$ cat src/rtl/nsr_pkg.sv
// Package with shared widths, types and register indexes of the nearest site ranking core.
`timescale 1ns / 1ps

package nsr_pkg;

    localparam int MAX_SITES_DEF = 32;
    localparam int ID_W          = 16;
    localparam int COORD_W       = 16;
    localparam int DIST_W        = 33;
    localparam int SQ_W          = 32;
    localparam int CFG_ADDR_W    = 1;

    localparam logic [CFG_ADDR_W-1:0] CFG_ORIGIN_X = 1'b0;
    localparam logic [CFG_ADDR_W-1:0] CFG_ORIGIN_Y = 1'b1;

    typedef struct packed {
        logic [ID_W-1:0]   id;
        logic [DIST_W-1:0] sq_dist;
    } entry_t;

    localparam int ENTRY_W = $bits(entry_t);

    typedef enum logic [6:0] {
        ST_IDLE  = 7'b0000001,
        ST_CALC  = 7'b0000010,
        ST_SEEK  = 7'b0000100,
        ST_WALK  = 7'b0001000,
        ST_PUT   = 7'b0010000,
        ST_EMIT  = 7'b0100000,
        ST_DRAIN = 7'b1000000
    } state_t;

    function automatic logic ranks_before(entry_t a, entry_t b);
        return (a.sq_dist < b.sq_dist) || ((a.sq_dist == b.sq_dist) && (a.id < b.id));
    endfunction

endpackage

$ cat src/rtl/nearest_site_ranking_core.sv
// Top level of the nearest site ranking core: configuration, insertion sequencer and output.
// An item runs through calc and seek, and then also walks the store unless the store is empty or full.
// The walk does at most one RAM read and one write per cycle; the next item is accepted after busy falls.
// An item marked final then emits one result per cycle, fill results in all, once it is stored or dropped.
// The receiver cannot stall; results are strobed by result_valid for one cycle each.
// Reset clears the origin, fill count and overflow flag; store contents need no clearing.
`timescale 1ns / 1ps

module nearest_site_ranking_core #(
    parameter int MAX_SITES = nsr_pkg::MAX_SITES_DEF
) (
    input  logic                                 clk,
    input  logic                                 rst_n,
    input  logic                                 start,
    output logic                                 busy,
    input  logic [nsr_pkg::ID_W-1:0]             site_id,
    input  logic signed [nsr_pkg::COORD_W-1:0]   site_x,
    input  logic signed [nsr_pkg::COORD_W-1:0]   site_y,
    input  logic                                 final_site,
    input  logic                                 cfg_we,
    input  logic [nsr_pkg::CFG_ADDR_W-1:0]       cfg_addr,
    input  logic [nsr_pkg::COORD_W-1:0]          cfg_wdata,
    output logic                                 result_valid,
    output logic [nsr_pkg::ID_W-1:0]             ranked_id,
    output logic [nsr_pkg::DIST_W-1:0]           dist_squared,
    output logic                                 end_of_rank,
    output logic                                 sites_dropped
);

    localparam int AW = $clog2(MAX_SITES);
    localparam int CW = $clog2(MAX_SITES + 1);

    nsr_pkg::state_t                  state_reg;
    nsr_pkg::state_t                  state_next;
    nsr_pkg::state_t                  done_state;
    logic signed [nsr_pkg::COORD_W-1:0] origin_x_reg;
    logic signed [nsr_pkg::COORD_W-1:0] origin_y_reg;
    logic [CW-1:0]                    fill_reg;
    logic [CW-1:0]                    fill_next;
    logic                             ovf_reg;
    logic                             ovf_next;
    logic [AW-1:0]                    pos_reg;
    logic [AW-1:0]                    pos_next;
    logic [AW-1:0]                    emit_cnt_reg;
    logic [AW-1:0]                    emit_cnt_next;
    logic                             out_v_reg;
    logic                             out_v_next;
    logic                             out_last_reg;
    logic                             out_last_next;
    logic [nsr_pkg::ID_W-1:0]         id_reg;
    logic                             final_reg;
    logic                             accept;
    logic [nsr_pkg::DIST_W-1:0]       sq_dist;
    logic                             dist_valid;
    nsr_pkg::entry_t                  new_entry;
    nsr_pkg::entry_t                  rd_entry;
    logic [nsr_pkg::ENTRY_W-1:0]      rdata;
    logic                             we;
    logic [AW-1:0]                    waddr;
    nsr_pkg::entry_t                  wdata;
    logic                             re;
    logic [AW-1:0]                    raddr;

    assign accept = start && (state_reg == nsr_pkg::ST_IDLE);
    assign busy   = (state_reg != nsr_pkg::ST_IDLE);

    nsr_dist u_dist (
        .clk        (clk),
        .rst_n      (rst_n),
        .start      (accept),
        .site_x     (site_x),
        .site_y     (site_y),
        .origin_x   (origin_x_reg),
        .origin_y   (origin_y_reg),
        .sq_dist    (sq_dist),
        .dist_valid (dist_valid)
    );

    nsr_ram #(
        .WIDTH (nsr_pkg::ENTRY_W),
        .DEPTH (MAX_SITES)
    ) u_store (
        .clk   (clk),
        .we    (we),
        .waddr (waddr),
        .wdata (wdata),
        .re    (re),
        .raddr (raddr),
        .rdata (rdata)
    );

    always_comb
    begin
        new_entry.id      = id_reg;
        new_entry.sq_dist = sq_dist;
        rd_entry          = nsr_pkg::entry_t'(rdata);
        done_state        = final_reg ? nsr_pkg::ST_EMIT : nsr_pkg::ST_IDLE;

        state_next    = state_reg;
        fill_next     = fill_reg;
        ovf_next      = ovf_reg;
        pos_next      = pos_reg;
        emit_cnt_next = emit_cnt_reg;
        out_v_next    = 1'b0;
        out_last_next = 1'b0;
        we            = 1'b0;
        waddr         = pos_reg;
        wdata         = new_entry;
        re            = 1'b0;
        raddr         = '0;

        case (state_reg)
            nsr_pkg::ST_IDLE:
            begin
                if (start)
                begin
                    state_next = nsr_pkg::ST_CALC;
                end
            end
            nsr_pkg::ST_CALC:
            begin
                if (dist_valid)
                begin
                    state_next = nsr_pkg::ST_SEEK;
                end
            end
            nsr_pkg::ST_SEEK:
            begin
                if (fill_reg == CW'(MAX_SITES))
                begin
                    ovf_next   = 1'b1;
                    state_next = done_state;
                end
                else if (fill_reg == '0)
                begin
                    we         = 1'b1;
                    waddr      = '0;
                    fill_next  = fill_reg + CW'(1);
                    state_next = done_state;
                end
                else
                begin
                    re         = 1'b1;
                    raddr      = fill_reg[AW-1:0] - AW'(1);
                    pos_next   = fill_reg[AW-1:0];
                    state_next = nsr_pkg::ST_WALK;
                end
            end
            nsr_pkg::ST_WALK:
            begin
                we = 1'b1;
                if (nsr_pkg::ranks_before(new_entry, rd_entry))
                begin
                    wdata = rd_entry;
                    if (pos_reg == AW'(1))
                    begin
                        pos_next   = '0;
                        state_next = nsr_pkg::ST_PUT;
                    end
                    else
                    begin
                        re       = 1'b1;
                        raddr    = pos_reg - AW'(1) - AW'(1);
                        pos_next = pos_reg - AW'(1);
                    end
                end
                else
                begin
                    fill_next  = fill_reg + CW'(1);
                    state_next = done_state;
                end
            end
            nsr_pkg::ST_PUT:
            begin
                we         = 1'b1;
                fill_next  = fill_reg + CW'(1);
                state_next = done_state;
            end
            nsr_pkg::ST_EMIT:
            begin
                re         = 1'b1;
                raddr      = emit_cnt_reg;
                out_v_next = 1'b1;
                if ((CW'(emit_cnt_reg) + CW'(1)) == fill_reg)
                begin
                    out_last_next = 1'b1;
                    emit_cnt_next = '0;
                    state_next    = nsr_pkg::ST_DRAIN;
                end
                else
                begin
                    emit_cnt_next = emit_cnt_reg + AW'(1);
                end
            end
            nsr_pkg::ST_DRAIN:
            begin
                fill_next  = '0;
                ovf_next   = 1'b0;
                state_next = nsr_pkg::ST_IDLE;
            end
            default:
            begin
                state_next = nsr_pkg::ST_IDLE;
            end
        endcase
    end

    always_ff @(posedge clk or negedge rst_n)
    begin
        if (!rst_n)
        begin
            state_reg    <= nsr_pkg::ST_IDLE;
            origin_x_reg <= '0;
            origin_y_reg <= '0;
            fill_reg     <= '0;
            ovf_reg      <= 1'b0;
            pos_reg      <= '0;
            emit_cnt_reg <= '0;
            out_v_reg    <= 1'b0;
            out_last_reg <= 1'b0;
        end
        else
        begin
            state_reg    <= state_next;
            fill_reg     <= fill_next;
            ovf_reg      <= ovf_next;
            pos_reg      <= pos_next;
            emit_cnt_reg <= emit_cnt_next;
            out_v_reg    <= out_v_next;
            out_last_reg <= out_last_next;
            if (cfg_we && (cfg_addr == nsr_pkg::CFG_ORIGIN_X))
            begin
                origin_x_reg <= cfg_wdata;
            end
            if (cfg_we && (cfg_addr == nsr_pkg::CFG_ORIGIN_Y))
            begin
                origin_y_reg <= cfg_wdata;
            end
        end
    end

    always_ff @(posedge clk)
    begin
        if (accept)
        begin
            id_reg    <= site_id;
            final_reg <= final_site;
        end
    end

    assign result_valid  = out_v_reg;
    assign ranked_id     = rd_entry.id;
    assign dist_squared  = rd_entry.sq_dist;
    assign end_of_rank   = out_last_reg;
    assign sites_dropped = ovf_reg;

endmodule

$ cat src/rtl/nsr_ram.sv
// Generic simple dual-port RAM with one write port and one registered read port.
`timescale 1ns / 1ps

module nsr_ram #(
    parameter int WIDTH = 8,
    parameter int DEPTH = 32
) (
    input  logic                     clk,
    input  logic                     we,
    input  logic [$clog2(DEPTH)-1:0] waddr,
    input  logic [WIDTH-1:0]         wdata,
    input  logic                     re,
    input  logic [$clog2(DEPTH)-1:0] raddr,
    output logic [WIDTH-1:0]         rdata
);

    logic [WIDTH-1:0] mem [DEPTH];
    logic [WIDTH-1:0] rdata_reg;

    always_ff @(posedge clk)
    begin
        if (we)
        begin
            mem[waddr] <= wdata;
        end
        if (re)
        begin
            rdata_reg <= mem[raddr];
        end
    end

    assign rdata = rdata_reg;

endmodule

$ cat src/rtl/nsr_dist.sv
// Two-stage pipeline that computes the exact squared distance of a site to the origin.
`timescale 1ns / 1ps

module nsr_dist (
    input  logic                              clk,
    input  logic                              rst_n,
    input  logic                              start,
    input  logic signed [nsr_pkg::COORD_W-1:0] site_x,
    input  logic signed [nsr_pkg::COORD_W-1:0] site_y,
    input  logic signed [nsr_pkg::COORD_W-1:0] origin_x,
    input  logic signed [nsr_pkg::COORD_W-1:0] origin_y,
    output logic [nsr_pkg::DIST_W-1:0]        sq_dist,
    output logic                              dist_valid
);

    logic signed [nsr_pkg::COORD_W:0]     dx;
    logic signed [nsr_pkg::COORD_W:0]     dy;
    logic signed [2*nsr_pkg::COORD_W+1:0] px;
    logic signed [2*nsr_pkg::COORD_W+1:0] py;
    logic [nsr_pkg::SQ_W-1:0]             sq_x_reg;
    logic [nsr_pkg::SQ_W-1:0]             sq_y_reg;
    logic                                 v1_reg;
    logic [nsr_pkg::DIST_W-1:0]           dist_reg;
    logic [nsr_pkg::DIST_W-1:0]           dist_next;
    logic                                 v2_reg;

    always_comb
    begin
        dx = {site_x[nsr_pkg::COORD_W-1], site_x} - {origin_x[nsr_pkg::COORD_W-1], origin_x};
        dy = {site_y[nsr_pkg::COORD_W-1], site_y} - {origin_y[nsr_pkg::COORD_W-1], origin_y};
        px = dx * dx;
        py = dy * dy;
        dist_next = {1'b0, sq_x_reg} + {1'b0, sq_y_reg};
    end

    always_ff @(posedge clk or negedge rst_n)
    begin
        if (!rst_n)
        begin
            v1_reg <= 1'b0;
            v2_reg <= 1'b0;
        end
        else
        begin
            v1_reg <= start;
            v2_reg <= v1_reg;
        end
    end

    always_ff @(posedge clk)
    begin
        if (start)
        begin
            sq_x_reg <= px[nsr_pkg::SQ_W-1:0];
            sq_y_reg <= py[nsr_pkg::SQ_W-1:0];
        end
        if (v1_reg)
        begin
            dist_reg <= dist_next;
        end
    end

    assign sq_dist    = dist_reg;
    assign dist_valid = v2_reg;

endmodule
$ cat config.mk
export PLATFORM = sky130hd
export DESIGN_NAME = nearest_site_ranking_core
export DESIGN_NICKNAME = d
export VERILOG_FILES = /design/src/rtl/nsr_pkg.sv /design/src/rtl/nearest_site_ranking_core.sv /design/src/rtl/nsr_ram.sv /design/src/rtl/nsr_dist.sv
export SDC_FILE = /design/constraint.sdc
export NUM_CORES = 2
export LEC_CHECK = 0
export BUFFER_PORTS_ARGS = -buffer_cell sky130_fd_sc_hd__buf_2
export CORE_MARGIN = 3
export CORE_UTILIZATION = 40
export CTS_BUF_LIST = sky130_fd_sc_hd__clkbuf_4 sky130_fd_sc_hd__clkbuf_8
export CTS_CLUSTER_SIZE = 20
export DETAILED_ROUTE_END_ITERATION = 8
export GPL_TIMING_DRIVEN = 1
export MAX_ROUTING_LAYER = met4
export PLACE_DENSITY_LB_ADDON = 0.15
export SYNTH_ARGS = -nofsm -noshare
export SYNTH_HDL_FRONTEND = slang
export SYNTH_HIERARCHICAL = 1
export SYNTH_SLANG_ARGS = --single-unit
export TNS_END_PERCENT = 30
$ cat constraint.sdc
create_clock -name clk -period 20.6 [get_ports clk]
set_input_delay 0 -clock clk [delete_from_list [all_inputs] [get_ports clk]]
set_output_delay 0 -clock clk [all_outputs]
set_load 0.01 [all_outputs]
==> run_results.csv <==
group,metric,value,unit
yosys,synth_seq_cells,1789,
timing,tightest_slew,1240,ps
global_route,antenna_found_initial,6,
timing,fin_tns_setup,0,ps
place,hpwl,151000,um
timing,skew,101,ps
die,core.rowCount,175,
yosys,yosys_warnings,6,
critical_path,crit_family,"adder cells",
run_status,status,"finished, final reports clean",
finish,largest_register_ffs,1568,
yosys,synthFlopType,"edfxtp_1",
clocking,cts_buffers,324,
detailed_routing,wl_per_cell,25.6,um
die,fp.dieH,485,um
timing,max_freq,114,MHz
timing,slew_headroom,17.1,%
timing,rsz0062_at_grt,"false",
detailed_routing,drt_first_pass_iters,6,
clocking,cts-root-buf,"clkbuf_8",
finish,drive_gt1_share,12.1,%
clocking,clockBufferDepth,4,
clocking,cts.sinks,1789,
critical_path,crit_arrival,9410,ps
yosys,synth_compound_area_share,5.75,%
global_route,grt_pass1_wl,378000,um
clocking,htreeDepth,5,
yosys,synth_area,91800,um2
global_route,grt_usage,22.4,%
clocking,cts_resized,0,
critical_path,endpoint_kind,"register",
global_route,grt-ovfl-total,0,
yosys,synth_fp_nets,7348,
yosys,ys_async_sr_fraction,3.35,%
detailed_routing,drt_iter0_drc,4678,
finish,area_growth,11.9,%
yosys,avgSynthCellArea,14.2,um2
detailed_routing,post_drt_via_cell_ratio,5.34,
critical_path,cpPeakStageDelay,510,ps
yosys,synth.mux.area_fraction,9.60,%
die,die_area,235000,um2
clocking,cts.clk_slew.worst_paths,60,ps
critical_path,required,21240,ps
place,gp_congestion,0.839,
die,start_util,40.3,%
timing,slew_violations,0,
die,ioPinCount,123,
yosys,synth_top_family_by_area,"adder cells",
die,design.core.area,228000,um2
timing,finalCritPeriodShare,42.6,%
critical_path,path_class,"reg2reg",
detailed_routing,wl_met2,125000,um
detailed_routing,via_count,53800,
critical_path,path_common_cell,"fa_1",
finish,fin_nets,7727,
yosys,synth_edf_count,1729,
critical_path,cp_max_fo,19,
finish,multi_input_area,34400,um2
finish,fillers,20500,
worst_hold_path,worstHoldPathType,"in2reg",
clocking,tritoncts,"done",
detailed_routing,drcViolationCount,0,
global_route,grt_pass1_vias,55900,
yosys,synthSimpleGateAreaFrac,5.31,%
timing,fin_crit,8770,ps
detailed_routing,wl,258000,um
detailed_routing,ant_nets,0,
yosys,synthAdderAreaFrac,15.0,%
yosys,synthCells,6485,
detailed_routing,route.met3.wl,13200,um
detailed_routing,top_layer,"met4",
place,placed_area,96000,um2
clocking,worst_skew_pair.late_latency,1020,ps
critical_path,crit_slowest_cell,"clkinv_1",
die,die_w,485,um
critical_path,cp-start-kind,"register",
yosys,synth_xor_area_share,1.41,%
global_route,grt_max_degree,134,
yosys,yosysUniqueCellTypes,93,
finish,final_area,103000,um2
detailed_routing,wl_met1,113000,um
finish,regArea,53400,um2
critical_path,crit_buf_inv,7,
place,numPortBuffers,122,
flow_run,drv_cap,0,
timing,finalSetupViolCount,0,
timing,hold_viol,0,
yosys,seq_area_frac_synth,58.2,%
-- through the flow --
stage          utilization [%]  setup slack [ps]  cells  hold slack, ps
3_3_place_gp              42.1             11890   9468             177
5_1_grt                   45.1             11090  10100            77.5
6_report                  45.1             11830  10100             120
4_1_cts                   45.1             11800  10100            8.03
2_1_floorplan                -             12880   6485            -296
3_5_place_dp              42.1             11780   9468             178
-- Yosys cell counts, drive strengths merged (98+ instances only) --
| cell | number | area, um2 |
|---|---|---|
| edfxtp | 1729 | 51900 |
| fa | 517 | 10300 |
| clkbuf | 120 | 450 |
| xnor2 | 98 | 877 |
| buf | 140 | 982 |
| a22o | 99 | 867 |
| inv | 759 | 2850 |
| mux2i | 786 | 7870 |
| nand3 | 183 | 916 |
| nor2 | 275 | 1030 |
| a22oi | 149 | 1120 |
| ha | 276 | 3450 |
| nand2 | 383 | 1440 |
| a21oi | 249 | 1250 |
-- final timing paths --
kind,start,end,slack (ps),depth (start not counted)
setup / recovery,origin_x_reg[0]$_DFFE_PN0P_,u_dist/sq_x_reg[31]$_DFFE_PP_,11830,32
hold / removal,site_y[2],u_dist/sq_y_reg[3]$_DFFE_PP_,120,6
setup reg to reg,origin_x_reg[0]$_DFFE_PN0P_,u_dist/sq_x_reg[31]$_DFFE_PP_,11830,32
hold reg to reg,sites_dropped$_DFFE_PN0P_,sites_dropped$_DFFE_PN0P_,500,2
max in group asynchronous,rst_n,origin_x_reg[11]$_DFFE_PN0P_,19670,4
min in group asynchronous,rst_n,state_reg[2]$_DFFE_PN0P_,340,4
-- worst min-delay path, cell delays in order --
cell    delay, ps
buf_2         100
ha_1          180
xor2_1         80
buf_4         190
nor2_1        180
ha_1          190
-- area by class of cell --
cell class	instances	area share, %
timing repair buffer	313	2.23
tap	3009	3.67
sequential	1789	52.0
clock buffer	430	5.17
clock inverter	110	0.620
inverter	762	2.79
multi-input combinational	3674	33.5
antenna	4	0.00975
-- repair_timing --
| action | CTS | global route |
|---|---|---|
| endpoints found under the hold margin | 132 | 0 |
| hold buffers | 79 | 0 |
| buffers inserted | 0 | 0 |
-- layer usage --
layer | vias to the layer above | GRT usage [%]
li1 | 24100 | -
met1 | 27800 | 29.9
met2 | 1592 | 36.3
met3 | 422 | 2.78
met4 | 0 | 6.28
met5 | - | -
-- layout by cell type (no fill, tap or decap), types with 98 or more instances in the layout --
cell | Yosys | final
nand2_1 | 382 | 381
inv_1 | 750 | 750
a21oi_1 | 247 | 247
edfxtp_1 | 1729 | 1729
mux2i_1 | 786 | 786
nand3_1 | 183 | 182
clkbuf_4 | 0 | 98
buf_2 | 56 | 122
buf_4 | 49 | 108
a22oi_1 | 149 | 149
ha_1 | 276 | 276
fa_1 | 517 | 517
clkbuf_8 | 0 | 332
nor2_1 | 274 | 240
a22o_1 | 99 | 99
-- logic make-up after synthesis --
logic type      Yosys count
xor+xnor                145
compound gates          784
mux                     870
buf+inv                1022
simple gates           1082
flops                  1789
fa+ha+maj               793
Power is not shown: default switching activity piles up to over one toggle a cycle in this logic, so the estimate is an artifact.
